==> config.mk <==
export PLATFORM = sky130hd
export DESIGN_NAME = subnet_steer_and_replicate
export DESIGN_NICKNAME = d
export VERILOG_FILES = /design/src/ssr_pkg.sv /design/src/subnet_steer_and_replicate.sv /design/src/ssr_replicator.sv
export SDC_FILE = /design/constraint.sdc
export NUM_CORES = 1
export LEC_CHECK = 0
export BUFFER_PORTS_ARGS = -buffer_cell sky130_fd_sc_hd__buf_2
export CAP_MARGIN = 25
export CORE_MARGIN = 4
export CORE_UTILIZATION = 62
export CTS_BUF_LIST = sky130_fd_sc_hd__clkbuf_16
export CTS_CLUSTER_DIAMETER = 80
export CTS_CLUSTER_SIZE = 12
export DETAILED_ROUTE_END_ITERATION = 12
export HOLD_SLACK_MARGIN = 0.08
export PLACE_DENSITY = 0.85
export SKIP_LAST_GASP = 1
export SLEW_MARGIN = 20
export SYNTH_ARGS = -nofsm -noshare
export SYNTH_HDL_FRONTEND = slang
export SYNTH_SLANG_ARGS = --single-unit
export TNS_END_PERCENT = 5
==> constraint.sdc <==
create_clock -name clock -period 7 [get_ports clock]
set_input_delay 1.4 -clock clock [delete_from_list [all_inputs] [get_ports clock]]
set_output_delay 1.4 -clock clock [all_outputs]
set_load 0.03 [all_outputs]
==> src/ssr_pkg.sv <==
`timescale 1ns / 1ps
package ssr_pkg;

   localparam int MAX_COPIES   = 64;
   localparam int COPY_W       = $clog2(MAX_COPIES);
   localparam int COUNT_W      = 7;
   localparam int ADDR_W       = 32;
   localparam int PORT_W       = 16;
   localparam int EGRESS_W     = 8;
   localparam int KIND_W       = 2;
   localparam int CSR_INDEX_W  = 3;
   localparam int CSR_DATA_W   = 32;
   localparam int REQ_DATA_W   = 64;
   localparam int REQ_USER_W   = 3;
   localparam int RSP_DATA_W   = 40;

   localparam logic [PORT_W-1:0] PORT_MAX = {PORT_W{1'b1}};

   typedef enum logic [CSR_INDEX_W-1:0] {
      CSR_SUBNET_ADDR     = 3'd0,
      CSR_SUBNET_MASK     = 3'd1,
      CSR_INTERNAL_EGRESS = 3'd2,
      CSR_EXTERNAL_EGRESS = 3'd3,
      CSR_COPY_COUNT      = 3'd4
   } csr_index_type;

   typedef enum logic [KIND_W-1:0] {
      L4_OTHER = 2'd0,
      L4_UDP   = 2'd1,
      L4_TCP   = 2'd2
   } l4_kind_type;

   typedef enum logic [1:0] {
      RW_NONE = 2'b00,
      RW_SRC  = 2'b01,
      RW_DST  = 2'b10
   } rewrite_type;

   typedef struct packed {
      logic                is_ipv4;
      logic [KIND_W-1:0]   l4_kind;
      logic [ADDR_W-1:0]   source_address;
      logic [PORT_W-1:0]   source_l4_port;
      logic [PORT_W-1:0]   dest_l4_port;
   } req_item_type;

   typedef struct packed {
      logic [EGRESS_W-1:0] egress;
      logic [PORT_W-1:0]   source_l4_port;
      logic [PORT_W-1:0]   dest_l4_port;
      rewrite_type         rewrite;
      logic [COPY_W-1:0]   copies_left;
   } steer_item_type;

   function automatic logic [PORT_W-1:0] advance_port(input logic [PORT_W-1:0] v);
      logic [PORT_W-1:0] r;
      if (v == PORT_MAX) begin
         r = {{(PORT_W-1){1'b0}}, 1'b1};
      end else begin
         r = v + {{(PORT_W-1){1'b0}}, 1'b1};
      end
      return r;
   endfunction

endpackage

==> src/subnet_steer_and_replicate.sv <==
`timescale 1ns / 1ps
// Steers parsed headers to an internal or external egress and emits copy_count
// copies of each (0 as 1, max 64), the rewritten L4 port stepping one per copy.
// req_ channel: one header summary per item; rsp_ channel: one copy per item,
// rsp_tlast marks the final copy of a packet.
// csr_ port: write csr_wdata into register csr_index when csr_wen is high;
// write only while no packet is in flight.
// The first copy of a packet passes the input stage, the steering stage and
// the copy output register before it is valid on rsp_.
// The input side takes one item per cycle while rsp_tready is high and
// copy_count is 0 or 1; otherwise the copy output register emits one copy
// per cycle while rsp_tready is high and takes no new item until the last copy.
// Reset clears all valid bits and loads register defaults: subnet 0, mask 0,
// internal egress 1, external egress 2, copy count 1.
// When rsp_tready is low the current copy holds and the stages behind it fill
// and then drop req_tready; nothing is lost or repeated.
module subnet_steer_and_replicate (
   input  logic                              clock,
   input  logic                              reset,
   input  logic                              req_tvalid,
   output logic                              req_tready,
   // [31:0] source_address, [47:32] source_l4_port, [63:48] dest_l4_port
   input  logic [ssr_pkg::REQ_DATA_W-1:0]    req_tdata,
   // [0] is_ipv4, [2:1] l4_kind
   input  logic [ssr_pkg::REQ_USER_W-1:0]    req_tuser,
   output logic                              rsp_tvalid,
   input  logic                              rsp_tready,
   // [7:0] egress, [23:8] out_source_l4_port, [39:24] out_dest_l4_port
   output logic [ssr_pkg::RSP_DATA_W-1:0]    rsp_tdata,
   output logic                              rsp_tlast,
   input  logic                              csr_wen,
   input  logic [ssr_pkg::CSR_INDEX_W-1:0]   csr_index,
   input  logic [ssr_pkg::CSR_DATA_W-1:0]    csr_wdata
);
   import ssr_pkg::*;

   logic [ADDR_W-1:0]   subnet_addr_ff;
   logic [ADDR_W-1:0]   subnet_mask_ff;
   logic [EGRESS_W-1:0] internal_egress_ff;
   logic [EGRESS_W-1:0] external_egress_ff;
   logic [COUNT_W-1:0]  copy_count_ff;

   always_ff @(posedge clock) begin
      if (reset) begin
         subnet_addr_ff     <= '0;
         subnet_mask_ff     <= '0;
         internal_egress_ff <= EGRESS_W'(1);
         external_egress_ff <= EGRESS_W'(2);
         copy_count_ff      <= COUNT_W'(1);
      end else if (csr_wen) begin
         unique case (csr_index_type'(csr_index))
            CSR_SUBNET_ADDR:     subnet_addr_ff     <= csr_wdata[ADDR_W-1:0];
            CSR_SUBNET_MASK:     subnet_mask_ff     <= csr_wdata[ADDR_W-1:0];
            CSR_INTERNAL_EGRESS: internal_egress_ff <= csr_wdata[EGRESS_W-1:0];
            CSR_EXTERNAL_EGRESS: external_egress_ff <= csr_wdata[EGRESS_W-1:0];
            CSR_COPY_COUNT:      copy_count_ff      <= csr_wdata[COUNT_W-1:0];
            default:             copy_count_ff      <= copy_count_ff;
         endcase
      end
   end

   logic           s1_valid_ff;
   req_item_type   s1_item_ff, s1_item_in;
   logic           s1_ready;
   logic           s2_valid_ff;
   steer_item_type s2_item_ff, s2_item_in;
   logic           s2_ready;
   logic           rep_ready;

   assign s2_ready   = !s2_valid_ff || rep_ready;
   assign s1_ready   = !s1_valid_ff || s2_ready;
   assign req_tready = s1_ready;

   always_comb begin
      s1_item_in.is_ipv4        = req_tuser[0];
      s1_item_in.l4_kind        = req_tuser[2:1];
      s1_item_in.source_address = req_tdata[31:0];
      s1_item_in.source_l4_port = req_tdata[47:32];
      s1_item_in.dest_l4_port   = req_tdata[63:48];
   end

   always_ff @(posedge clock) begin
      if (reset) begin
         s1_valid_ff <= 1'b0;
      end else if (s1_ready) begin
         s1_valid_ff <= req_tvalid;
      end
      if (s1_ready) begin
         s1_item_ff <= s1_item_in;
      end
   end

   logic in_subnet;
   logic l4_ok;
   logic steer;

   always_comb begin
      in_subnet = ((s1_item_ff.source_address ^ subnet_addr_ff) & subnet_mask_ff) == '0;
      l4_ok  = (l4_kind_type'(s1_item_ff.l4_kind) == L4_UDP) ||
               (l4_kind_type'(s1_item_ff.l4_kind) == L4_TCP);
      steer  = s1_item_ff.is_ipv4 && l4_ok;

      s2_item_in.egress         = external_egress_ff;
      s2_item_in.rewrite        = RW_NONE;
      s2_item_in.source_l4_port = s1_item_ff.source_l4_port;
      s2_item_in.dest_l4_port   = s1_item_ff.dest_l4_port;
      if (steer && in_subnet) begin
         s2_item_in.egress         = internal_egress_ff;
         s2_item_in.rewrite        = RW_SRC;
         s2_item_in.source_l4_port = advance_port(s1_item_ff.source_l4_port);
      end else if (steer) begin
         s2_item_in.rewrite        = RW_DST;
         s2_item_in.dest_l4_port   = advance_port(s1_item_ff.dest_l4_port);
      end

      if (copy_count_ff == '0) begin
         s2_item_in.copies_left = '0;
      end else if (copy_count_ff >= COUNT_W'(MAX_COPIES)) begin
         s2_item_in.copies_left = COPY_W'(MAX_COPIES - 1);
      end else begin
         s2_item_in.copies_left = COPY_W'(copy_count_ff - COUNT_W'(1));
      end
   end

   always_ff @(posedge clock) begin
      if (reset) begin
         s2_valid_ff <= 1'b0;
      end else if (s2_ready) begin
         s2_valid_ff <= s1_valid_ff;
      end
      if (s2_ready) begin
         s2_item_ff <= s2_item_in;
      end
   end

   ssr_replicator u_replicator (
      .clock     (clock),
      .reset     (reset),
      .in_valid  (s2_valid_ff),
      .in_ready  (rep_ready),
      .in_item   (s2_item_ff),
      .out_valid (rsp_tvalid),
      .out_ready (rsp_tready),
      .out_data  (rsp_tdata),
      .out_last  (rsp_tlast)
   );

endmodule

==> src/ssr_replicator.sv <==
`timescale 1ns / 1ps
module ssr_replicator (
   input  logic                            clock,
   input  logic                            reset,
   input  logic                            in_valid,
   output logic                            in_ready,
   input  ssr_pkg::steer_item_type         in_item,
   output logic                            out_valid,
   input  logic                            out_ready,
   output logic [ssr_pkg::RSP_DATA_W-1:0]  out_data,
   output logic                            out_last
);
   import ssr_pkg::*;

   logic                 valid_ff, valid_in;
   steer_item_type       item_ff, item_in;
   logic                 take;
   logic                 is_last;
   logic                 load;

   assign is_last  = (item_ff.copies_left == '0);
   assign take     = valid_ff && out_ready;
   assign in_ready = !valid_ff || (out_ready && is_last);
   assign load     = in_valid && in_ready;

   always_comb begin
      valid_in = valid_ff;
      item_in  = item_ff;
      if (load) begin
         valid_in = 1'b1;
         item_in  = in_item;
      end else if (take) begin
         if (is_last) begin
            valid_in = 1'b0;
         end else begin
            item_in.copies_left = item_ff.copies_left - {{(COPY_W-1){1'b0}}, 1'b1};
            unique case (item_ff.rewrite)
               RW_SRC:  item_in.source_l4_port = advance_port(item_ff.source_l4_port);
               RW_DST:  item_in.dest_l4_port   = advance_port(item_ff.dest_l4_port);
               RW_NONE: item_in.egress         = item_ff.egress;
               default: item_in.egress         = item_ff.egress;
            endcase
         end
      end
   end

   always_ff @(posedge clock) begin
      if (reset) begin
         valid_ff <= 1'b0;
      end else begin
         valid_ff <= valid_in;
      end
      item_ff <= item_in;
   end

   assign out_valid = valid_ff;
   assign out_last  = is_last;
   assign out_data  = {item_ff.dest_l4_port, item_ff.source_l4_port, item_ff.egress};

endmodule

==> Implementation_results.wiki, run 1 <==
{| class="wikitable"
! Metric !! Value
|-
| Lkg Pwr || 4.781 nW
|-
| Mean instance size in the synthesized netlist || 10.67 um2
|-
| Height of the chip || 141.3 um
|-
| TritonCTS buffer count || 25
|-
| Buffer cell driving the clock tree root || sky130_fd_sc_hd__clkbuf_16
|-
| Largest buffer count on any clock path || 3
|-
| Share of layout cells above drive strength 1 || 0.1736
|-
| Synth-to-layout area growth || 12.54%
|-
| Post-cts sizing count || 0
|-
| Final period demand of the worst path || 3.767 ns
|-
| Worst min path class || register to register
|-
| IR drop worst, VDD || 0.2096 mV
|-
| Final weighted congestion in routability-driven placement || 0.8318
|-
| Insertion delay of the later-clocked pin in the worst-skew pair || 0.51 ns
|-
| Number of global-route vias before repair || 7256
|-
| Setup slack after layout || 3.233 ns
|-
| Total routed wirelength || 23270 um
|-
| Layout net count || 1251
|-
| Post-CTS repair timing setup buffer count || 0
|-
| Highest-count cells in the layout ignoring fill and taps || sky130_fd_sc_hd__nand2_1 (220), sky130_fd_sc_hd__edfxtp_1 (163), sky130_fd_sc_hd__buf_2 (149)
|-
| Final TNS setup || 0 ns
|-
| Final-report setup violation count || 0
|-
| Commonest non-fill, non-tap cell in the layout || sky130_fd_sc_hd__nand2_1
|-
| Placed Cells || 1332
|-
| Placement Setup Slack || 3.239 ns
|-
| CTS tree || built
|-
| Yosys synthesis warning count || 0
|-
| Fin crit share || 0.5381
|-
| Top FF cell, synth || sky130_fd_sc_hd__edfxtp_1
|-
| Setup CP Type || input port to output port
|-
| Maximum number of pins on one net before global-route repair || 91
|-
| Cell Count, Final, Fillers Out || 1378
|-
| Routed wire length per instance || 16.88 um
|-
| # Max-Cap Violations || 0
|-
| Launch point of the critical path || rsp_tready
|-
| Design Power || 3.146 mW
|-
| Total number of vias || 7723
|-
| Via/cell ratio || 5.604
|-
| Placeable core region || 17360 um2
|-
| Number of unique standard cell types used by synthesis || 47
|-
| Crit path capture type || output port
|-
| Max-slew headroom || 0.3701
|-
| Max frequency || 265.5 MHz
|-
| Biggest fanout along the worst timing path || 5
|-
| Die Wd || 141.3 um
|-
| Overflow after GRT || 0
|-
| First-pass iteration count of the detailed router || 5
|-
| Max-slew violations || 0
|-
| Post-synth EDFFs || 163
|-
| Pwr Density || 253.7 nW/um2
|-
| Worst clock skew on the final layout || 0.01570 ns
|-
| Count of state elements after synthesis || 253
|-
| Sink Count || 253
|-
| Number of hold violations in the final report || 0
|-
| Endpoint arrival time on the critical path || 2.37 ns
|-
| H-Tree Level Count || 1
|-
| Total Routing Usage GR || 0.2236
|-
| Post-synthesis cell count || 1033
|-
| Startpoint of the most critical hold path || s2_item_ff[7]$_SDFFCE_PP0P_
|-
| Syn Nets || 1148
|-
| Antenna Violating Nets Remaining || 0
|-
| Seq/Total Area, Yosys || 0.6077
|-
| Hold buffer count at CTS || 0
|-
| Global-route wire length before repair || 36450 um
|-
| Number of primary I/O pins || 150
|-
| Starting density of the core || 0.6349
|-
| Outcome || completed
|-
| Antenna violations before repair || 6
|-
| Port bufs || 149
|-
| Cell area after technology mapping || 11020 um2
|-
| Die footprint || 19970 um2
|-
| Startpoint of the most critical register-to-register path || s1_item_ff[57]$_DFFE_PP_
|-
| Crit path launch type || input port
|-
| HPWL after detailed placement || 15030 um
|-
| Required time of the critical path || 5.60 ns
|-
| Slew at the pin closest to its max-slew limit || 0.9448 ns
|-
| Unrepaired setup endpoints after global routing || false
|-
| DR DRC count || 0
|-
| Clock transition at the registers of the reported paths || 0.06 ns
|-
| Row Count || 48
|-
| 1st-iter DRT viols || 506
|-
| Post-synth ARST share || 0
|}
## kinds of logic after synthesis
logic type	Yosys count	synth area share
AND/OR/NAND/NOR	386	0.1583
flip-flops	253	0.6077
AO/OA/AOI/OAI	183	0.09527
buffers and inverters	109	0.05223
XOR/XNOR	79	0.06279
multiplexers	15	0.01465
adder cells (fa/ha/maj)	8	0.009084
## power breakdown
part	total, mW	switching (mW)	internal, mW
Combinational	0.261	0.166	0.0953
Sequential	1.72	0.0488	1.67
Clock	1.16	0.521	0.644
Total	3.15	0.735	2.41
## synth_stat cells, types with 16 or more instances
| library cell | n | area share |
|---|---|---|
| sky130_fd_sc_hd__a21oi_1 | 96 | 0.044 |
| sky130_fd_sc_hd__a22oi_1 | 16 | 0.011 |
| sky130_fd_sc_hd__and3_1 | 17 | 0.0097 |
| sky130_fd_sc_hd__buf_4 | 41 | 0.028 |
| sky130_fd_sc_hd__clkbuf_1 | 39 | 0.013 |
| sky130_fd_sc_hd__dfxtp_1 | 90 | 0.16 |
| sky130_fd_sc_hd__edfxtp_1 | 163 | 0.44 |
| sky130_fd_sc_hd__inv_1 | 23 | 0.0078 |
| sky130_fd_sc_hd__nand2_1 | 221 | 0.075 |
| sky130_fd_sc_hd__nand3_1 | 32 | 0.015 |
| sky130_fd_sc_hd__nand4_1 | 24 | 0.014 |
| sky130_fd_sc_hd__nor2_1 | 46 | 0.016 |
| sky130_fd_sc_hd__o21ai_0 | 34 | 0.015 |
| sky130_fd_sc_hd__xnor2_1 | 24 | 0.019 |
| sky130_fd_sc_hd__xor2_1 | 55 | 0.044 |
## flip-flops by register name (all words and copies together), names as in the netlist, 7 cells and up
signal and flops:
s1_item_ff 67, s2_item_ff 48, u_replicator.out_data 40, subnet_addr_ff 32
subnet_mask_ff 32, external_egress_ff 8, internal_egress_ff 8, u_replicator.item_ff 8
copy_count_ff 7
## path summary, 6_finish.rpt
path	end	cells past startpoint	slack [ns]
min reg2reg	u_replicator.item_ff[7]$_DFFE_PP_	0	0.42
min	u_replicator.item_ff[7]$_DFFE_PP_	0	0.42
max	req_tready	4	3.23
max reg2reg	s2_item_ff[45]$_DFFE_PP_	8	3.87
## critical path, stage by stage
cell                      delay (ns)
sky130_fd_sc_hd__buf_2          0.11
sky130_fd_sc_hd__a21oi_1        0.41
sky130_fd_sc_hd__nand3_4        0.21
sky130_fd_sc_hd__buf_2          0.23
## cell type report
type / count / area (um2)
multi-input combinational: 671 / 3765
clock buffer: 25 / 625.6
sequential: 253 / 6696
tap: 225 / 281.5
inverter: 23 / 86.33
clock inverter: 18 / 80.08
fill: 1181 / 4956
timing repair buffer: 162 / 863.3
antenna: 1 / 2.502
## metrics by stage
step           hold WS [ns]  utilization  cell area, um2
2_1_floorplan        0.4003            -           11020
3_3_place_gp         0.4050       0.6716           11660
3_5_place_dp         0.4084       0.6716           11660
4_1_cts              0.4225       0.7123           12360
5_1_grt              0.4443       0.7145           12400
6_report             0.4243       0.7145           12400
## per-layer routing
metal | vias to the layer above | GRT usage | share of wire
met2 | 277 | 0.3722 | 0.50
met4 | 10 | 0.05609 | 0.019
met5 | - | 0 | 0.0029
met3 | 43 | 0.04280 | 0.070
met1 | 3593 | 0.3060 | 0.41
li1 | 3800 | - | -
(Power assumes the default switching activity.)
==> run 2: changes to the inputs <==
Settings changed: ABC_AREA from default to 1, CORE_UTILIZATION 62 to 53, PLACE_DENSITY 0.85 to 0.77.
Clock period 7 ns to 3.1 ns, I/O delays scaled along.
==> Implementation_results.wiki, run 2 <==
{| class="wikitable"
! Metric !! Value
|-
| Cell with the most instances after synthesis || sky130_fd_sc_hd__nand2_1
|-
| Maximum number of pins on one net before global-route repair || 54
|-
| Final period demand of the worst path || 2.687 ns
|-
| Utilization after layout || 0.6080
|-
| Lkg Pwr || 5.966 nW
|-
| Total number of vias || 9196
|-
| Number of hold violations in the final report || 0
|-
| HPWL after detailed placement || 17850 um
|-
| Area contributors post-synth || sky130_fd_sc_hd__edfxtp_1 (41%), sky130_fd_sc_hd__dfxtp_1 (15%), sky130_fd_sc_hd__nand2_1 (9.2%), sky130_fd_sc_hd__nor2_1 (7.0%), sky130_fd_sc_hd__o21ai_0 (4.9%)
|-
| Master of the slowest instance on the critical path || sky130_fd_sc_hd__edfxtp_1
|-
| Pwr Density || 574.8 nW/um2
|-
| Top FF cell, synth || sky130_fd_sc_hd__edfxtp_1
|-
| Worst min path class || input port to register
|-
| Outcome || completed
|-
| Global-route track usage on met1 || 0.2801
|-
| Post-synth EDFFs || 163
|-
| Crit path capture type || output port
|-
| Fraction of post-synthesis cell area in the top cell type by area || 0.4090
|-
| Fin crit share || 0.8667
|-
| Syn Nets || 1479
|-
| Max-slew headroom || 0.3719
|-
| Layout net count || 1586
|-
| Total routed wirelength || 25400 um
|-
| Cell Count, Final, Fillers Out || 1771
|-
| Met3 demand-to-capacity share in global routing || 0.04240
|-
| H-Tree Level Count || 1
|-
| Final weighted congestion in routability-driven placement || 0.8247
|-
| Count of state elements after synthesis || 253
|-
| Final-report setup violation count || 0
|-
| Biggest fanout along the worst timing path || 6
|-
| Total Routing Usage GR || 0.2013
|-
| Port bufs || 149
|-
| Post-cts sizing count || 0
|-
| Number of global-route vias before repair || 8343
|-
| Number of flip-flops in the largest register || 67
|-
| Row Count || 54
|-
| DR DRC count || 0
|-
| Crit path launch type || register
|-
| Commonest cells in the synthesized netlist || sky130_fd_sc_hd__nand2_1 (292), sky130_fd_sc_hd__nor2_1 (223), sky130_fd_sc_hd__edfxtp_1 (163), sky130_fd_sc_hd__inv_1 (134), sky130_fd_sc_hd__o21ai_0 (117)
|-
| Routed wire length per instance || 14.34 um
|-
| Global-route wire length before repair || 41210 um
|-
| Sink Count || 253
|-
| Height of the chip || 158.3 um
|-
| Cell breakdown of the critical path || inv_1, ha_1, nand4_1, nand2_2, a21oi_1, nand2_4, buf_2
|-
| Startpoint of the most critical register-to-register path || u_replicator.item_ff[0]$_DFFE_PP_
|-
| Antenna violations before repair || 8
|-
| Most area-hungry cell type in the Yosys netlist || sky130_fd_sc_hd__edfxtp_1
|-
| First-pass iteration count of the detailed router || 5
|-
| Starting density of the core || 0.5433
|-
| Launch point of the critical path || u_replicator.item_ff[0]$_DFFE_PP_
|-
| Die footprint || 25050 um2
|-
| Antenna Violating Nets Remaining || 0
|-
| Via/cell ratio || 5.193
|-
| # Max-Cap Violations || 0
|-
| IR drop worst, VDD || 0.5115 mV
|-
| CTS tree || built
|-
| Startpoint of the most critical hold path || req_tdata[21]
|-
| Register with the highest flop count || s1_item_ff
|-
| Post-CTS repair timing setup buffer count || 0
|-
| Largest buffer count on any clock path || 3
|-
| Number of primary I/O pins || 150
|-
| Die Wd || 158.3 um
|-
| Mean instance size in the synthesized netlist || 8.773 um2
|-
| Seq/Total Area, Yosys || 0.5596
|-
| TritonCTS buffer count || 25
|-
| Commonest non-fill, non-tap cell in the layout || sky130_fd_sc_hd__nand2_1
|-
| Largest incremental delay on the critical path || 0.35 ns
|-
| Cell area after technology mapping || 11970 um2
|-
| Worst hold margin || 0.2685 ns
|-
| Unrepaired setup endpoints after global routing || false
|-
| Placed Cells || 1724
|-
| Overflow after GRT || 0
|-
| Design Power || 7.699 mW
|-
| Highest-count cells in the layout ignoring fill and taps || sky130_fd_sc_hd__nand2_1 (291), sky130_fd_sc_hd__nor2_1 (222), sky130_fd_sc_hd__edfxtp_1 (163)
|-
| Layer with the highest usage after global routing || met2
|-
| Required time of the critical path || 2.48 ns
|-
| Slew at the pin closest to its max-slew limit || 0.9411 ns
|-
| Buffer cell driving the clock tree root || sky130_fd_sc_hd__clkbuf_16
|-
| Synth-to-layout area growth || 11.92%
|-
| Setup CP Type || register to output port
|-
| Share of layout cells above drive strength 1 || 0.1471
|-
| Post-synthesis cell count || 1364
|-
| Met2 Track Usage GR || 0.3197
|-
| Endpoint arrival time on the critical path || 2.07 ns
|-
| Clock transition at the registers of the reported paths || 0.06 ns
|-
| Number of unique standard cell types used by synthesis || 39
|-
| Worst clock skew on the final layout || 0.02104 ns
|-
| Hold buffer count at CTS || 0
|-
| Yosys synthesis warning count || 0
|-
| Insertion delay of the later-clocked pin in the worst-skew pair || 0.52 ns
|-
| Max-slew violations || 0
|-
| Final TNS setup || 0 ns
|-
| Max frequency || 372.2 MHz
|-
| Post-synth ARST share || 0
|-
| 1st-iter DRT viols || 564
|-
| Placeable core region || 22030 um2
|}
-- run 2: cell types whose count changed after synthesis, sizes merged, moves of 17 or more --
cell,before,now
nor2,46,230
inv,23,138
o21ai,34,129
nand2,221,296
a21oi,96,33
nand4,24,54
nand3,32,59
xor2,55,29
and3,17,0
-- run 2: routing by layer --
layer	vias up	part of all wire
met3	55	0.072
li1	4662	-
met2	295	0.46
met5	-	0.0027
met1	4172	0.44
met4	12	0.029
-- run 2: final timing paths --
kind                                          to  slack [ns]  cells past startpoint
max                                   req_tready        0.41                      7
min                     s1_item_ff[53]$_DFFE_PP_        0.27                      1
max reg2reg  u_replicator.out_data[34]$_DFFE_PP_        0.77                      8
min reg2reg    u_replicator.item_ff[6]$_DFFE_PP_        0.42                      0
-- run 2: layout make-up --
type | instances | area [um2]
clock inverters | 19 | 81.33
diodes | 2 | 5.005
flip-flops and latches | 253 | 6696
clock buffers | 26 | 650.6
multi-input cells | 888 | 4225
inverters | 138 | 518.0
fillers | 1855 | 8633
repair buffers | 165 | 865.8
well taps | 280 | 350.3
-- run 2: per-stage QoR --
step / worst slack (ns) / area (um2)
CTS: 0.3681 / 13390
global placement: 0.7748 / 12660
floorplan: 0.5698 / 11970
global route: 0.2416 / 13390
detailed placement: 0.7287 / 12660
finish: 0.4134 / 13390
-- run 2: report_power, final --
part           total, mW  switching [mW]  internal [mW]
Combinational      0.940           0.636          0.304
Clock               2.71            1.20           1.51
Sequential          4.05           0.157           3.90
Total               7.70            1.99           5.71
-- run 2: cells by family (layout without fill, tap and decap cells) --
kind of cell               count (synthesis)  in the layout  share of synthesized area
DFF                                      253            253                     0.5596
adders and majority gates                  8              8                   0.008365
other                                      0              2                          0
xor gates and xnor gates                  37             37                    0.02708
buffers and inverters                    223            348                    0.08814
and+or+nand+nor                          670            670                     0.2409
AOI/OAI and AO/OA                        173            173                    0.07591
-- run 2: worst max-delay path, delay by kind of cell, from the launching register on --
family                     cells  cell delay [ns]
and+or+nand+nor                3             0.39
adders and majority gates      1             0.20
buffers and inverters          2             0.29
DFF                            1             0.35
AOI/OAI and AO/OA              1             0.34
==> run 3: changes to the inputs <==
Settings changed: ABC_AREA 1 to default, ABC_CLOCK_PERIOD_IN_PS from default to 3100, CORE_UTILIZATION 53 to 52, PLACE_DENSITY 0.77 to 0.76.
==> Implementation_results.wiki, run 3 (same netlist as run 1, synthesis figures left out) <==
{| class="wikitable"
! Metric !! Value
|-
| Outcome || completed
|-
| Hold buffer count at CTS || 0
|-
| Fin crit share || 0.8544
|-
| Insertion delay of the later-clocked pin in the worst-skew pair || 0.51 ns
|-
| Final TNS setup || 0 ns
|-
| Largest incremental delay on the critical path || 0.38 ns
|-
| Post-CTS repair timing setup buffer count || 0
|-
| Via/cell ratio || 5.371
|-
| Combinational share of power || 0.083
|-
| Sw power || 1.672 mW
|-
| Port bufs || 149
|-
| Final weighted congestion in routability-driven placement || 0.8040
|-
| Number of global-route vias before repair || 7344
|-
| Total routed wirelength || 23590 um
|-
| Overflow after GRT || 0
|-
| Cell depth of the worst flop-to-flop path || 7
|-
| Register with the highest flop count || s1_item_ff
|-
| Fraction of power consumed by the clock network || 0.372
|-
| Starting density of the core || 0.5360
|-
| DR DRC count || 0
|-
| Total number of vias || 7681
|-
| Unrepaired setup endpoints after global routing || false
|-
| Max-slew violations || 0
|-
| Net switching share of the total power || 0.2347
|-
| Sink Count || 253
|-
| Launch point of the critical path || u_replicator.item_ff[0]$_DFFE_PP_
|-
| TritonCTS buffer count || 25
|-
| Lkg Pwr || 4.823 nW
|-
| Largest buffer count on any clock path || 3
|-
| Max frequency || 377.6 MHz
|-
| Worst min path class || input port to register
|-
| Layout net count || 1256
|-
| First-pass iteration count of the detailed router || 4
|-
| CTS tree || built
|-
| Required time of the critical path || 2.48 ns
|-
| # Max-Cap Violations || 0
|-
| Placeable core region || 20560 um2
|-
| Final period demand of the worst path || 2.649 ns
|-
| Synth-to-layout area growth || 13.51%
|-
| Share of layout cells above drive strength 1 || 0.1767
|-
| Buffer cell driving the clock tree root || sky130_fd_sc_hd__clkbuf_16
|-
| Number of hold violations in the final report || 0
|-
| Register share of total power || 0.545
|-
| Commonest non-fill, non-tap cell in the layout || sky130_fd_sc_hd__nand2_1
|-
| Pwr Density || 569.5 nW/um2
|-
| Startpoint of the most critical register-to-register path || s1_item_ff[57]$_DFFE_PP_
|-
| Final-report setup violation count || 0
|-
| Row Count || 52
|-
| Crit path launch type || register
|-
| Number of inserted diodes || 0
|-
| Total Routing Usage GR || 0.1926
|-
| Setup CP Type || register to output port
|-
| Global-route wire length before repair || 37470 um
|-
| CP top delay family || buffers and inverters
|-
| Endpoint arrival time on the critical path || 2.03 ns
|-
| Slew at the pin closest to its max-slew limit || 0.7027 ns
|-
| Cell breakdown of the critical path || inv_1, ha_1, and3_1, a21oi_1, buf_4, nand3_4, buf_2
|-
| Sum of buffers and inverters on the critical path || 3
|-
| Destination of the critical timing path || req_tready
|-
| Utilization after layout || 0.6084
|-
| HPWL after detailed placement || 16400 um
|-
| IR drop worst, VDD || 0.4746 mV
|-
| Number of flip-flops in the largest register || 67
|-
| Antenna violations before repair || 8
|-
| Master of the slowest instance on the critical path || sky130_fd_sc_hd__edfxtp_1
|-
| Die Wd || 153.6 um
|-
| Number of primary I/O pins || 150
|-
| Highest-count cells in the layout ignoring fill and taps || sky130_fd_sc_hd__nand2_1 (220), sky130_fd_sc_hd__edfxtp_1 (163), sky130_fd_sc_hd__buf_2 (149)
|-
| Internal power || 5.452 mW
|-
| Cell depth of the worst setup path || 7
|-
| Crit path capture type || output port
|-
| R2r endpoint || s2_item_ff[13]$_DFFE_PP_
|-
| Area after detailed placement || 11790 um2
|-
| H-Tree Level Count || 1
|-
| Post-route design area || 12510 um2
|-
| Worst clock skew on the final layout || 0.01022 ns
|-
| Fill cells || 1677
|-
| 1st-iter DRT viols || 473
|-
| Maximum number of pins on one net before global-route repair || 61
|-
| Routed wire length per instance || 16.49 um
|-
| Die footprint || 23580 um2
|-
| R2r setup slk || 0.61 ns
|-
| Biggest fanout along the worst timing path || 5
|-
| Post-cts sizing count || 0
|-
| Antenna Violating Nets Remaining || 0
|-
| Design Power || 7.124 mW
|-
| Height of the chip || 153.6 um
|-
| Max-slew headroom || 0.5252
|-
| Clock transition at the registers of the reported paths || 0.06 ns
|}
[run 3: layer usage]
metal	routed length, um	global-route usage	up-vias
met2	10930	0.3111	238
met3	1623	0.04666	52
met1	10460	0.2674	3570
met4	472	0.04205	16
met5	108	0	-
li1	-	-	3805
[run 3: layout make-up]
type                    count  area (um2)  share of cell area
multi-input cells         671        3765              0.3010
repair buffers            167       905.9             0.07242
inverters                  23       86.33            0.006902
clock buffers              25       625.6             0.05002
clock inverters            21       91.34            0.007302
flip-flops and latches    253        6696              0.5354
well taps                 270       337.8             0.02701
[run 3: power groups by stage]
stage | sequential [mW] | combinational [mW] | clock [mW]
after floorplan | 3.93 | 0.423 | 0
after global placement | 3.95 | 0.572 | 0
after detailed placement | 3.96 | 0.585 | 0
after CTS | 3.88 | 0.589 | 2.71
after global routing | 3.90 | 0.646 | 2.86
final | 3.88 | 0.589 | 2.65
[run 3: worst min-delay path by stage]
stage | slack (ns) | cells past startpoint | start | to
finish | 0.28 | 1 | req_tdata[27] | s1_item_ff[59]$_DFFE_PP_
floorplan | 0.40 | 0 | s2_item_ff[6]$_SDFFCE_PP1P_ | u_replicator.item_ff[6]$_DFFE_PP_
detailed placement | 0.41 | 0 | s2_item_ff[6]$_SDFFCE_PP1P_ | u_replicator.item_ff[6]$_DFFE_PP_
global route | 0.25 | 1 | req_tdata[37] | s1_item_ff[21]$_DFFE_PP_
global placement | 0.40 | 0 | s2_item_ff[6]$_SDFFCE_PP1P_ | u_replicator.item_ff[6]$_DFFE_PP_
CTS | 0.26 | 1 | req_tdata[37] | s1_item_ff[21]$_DFFE_PP_
[run 3: worst reg2reg max path, cell delays in order (launching register included)]
cell	delay, ns
sky130_fd_sc_hd__edfxtp_1	0.37
sky130_fd_sc_hd__xor2_1	0.15
sky130_fd_sc_hd__a22oi_1	0.30
sky130_fd_sc_hd__nand4_1	0.21
sky130_fd_sc_hd__nor4_4	0.35
sky130_fd_sc_hd__and2_1	0.43
sky130_fd_sc_hd__buf_4	0.30
sky130_fd_sc_hd__o31ai_1	0.12
[run 3: metrics by stage]
stage	hold slack, ns	setup WS [ns]	cells
floorplan	0.4003	0.1578	1033
global placement	0.4032	0.7000	1384
detailed placement	0.4110	0.6177	1384
CTS	0.2594	0.4148	1430
global route	0.2527	0.3201	1430
finish	0.2788	0.4515	1430
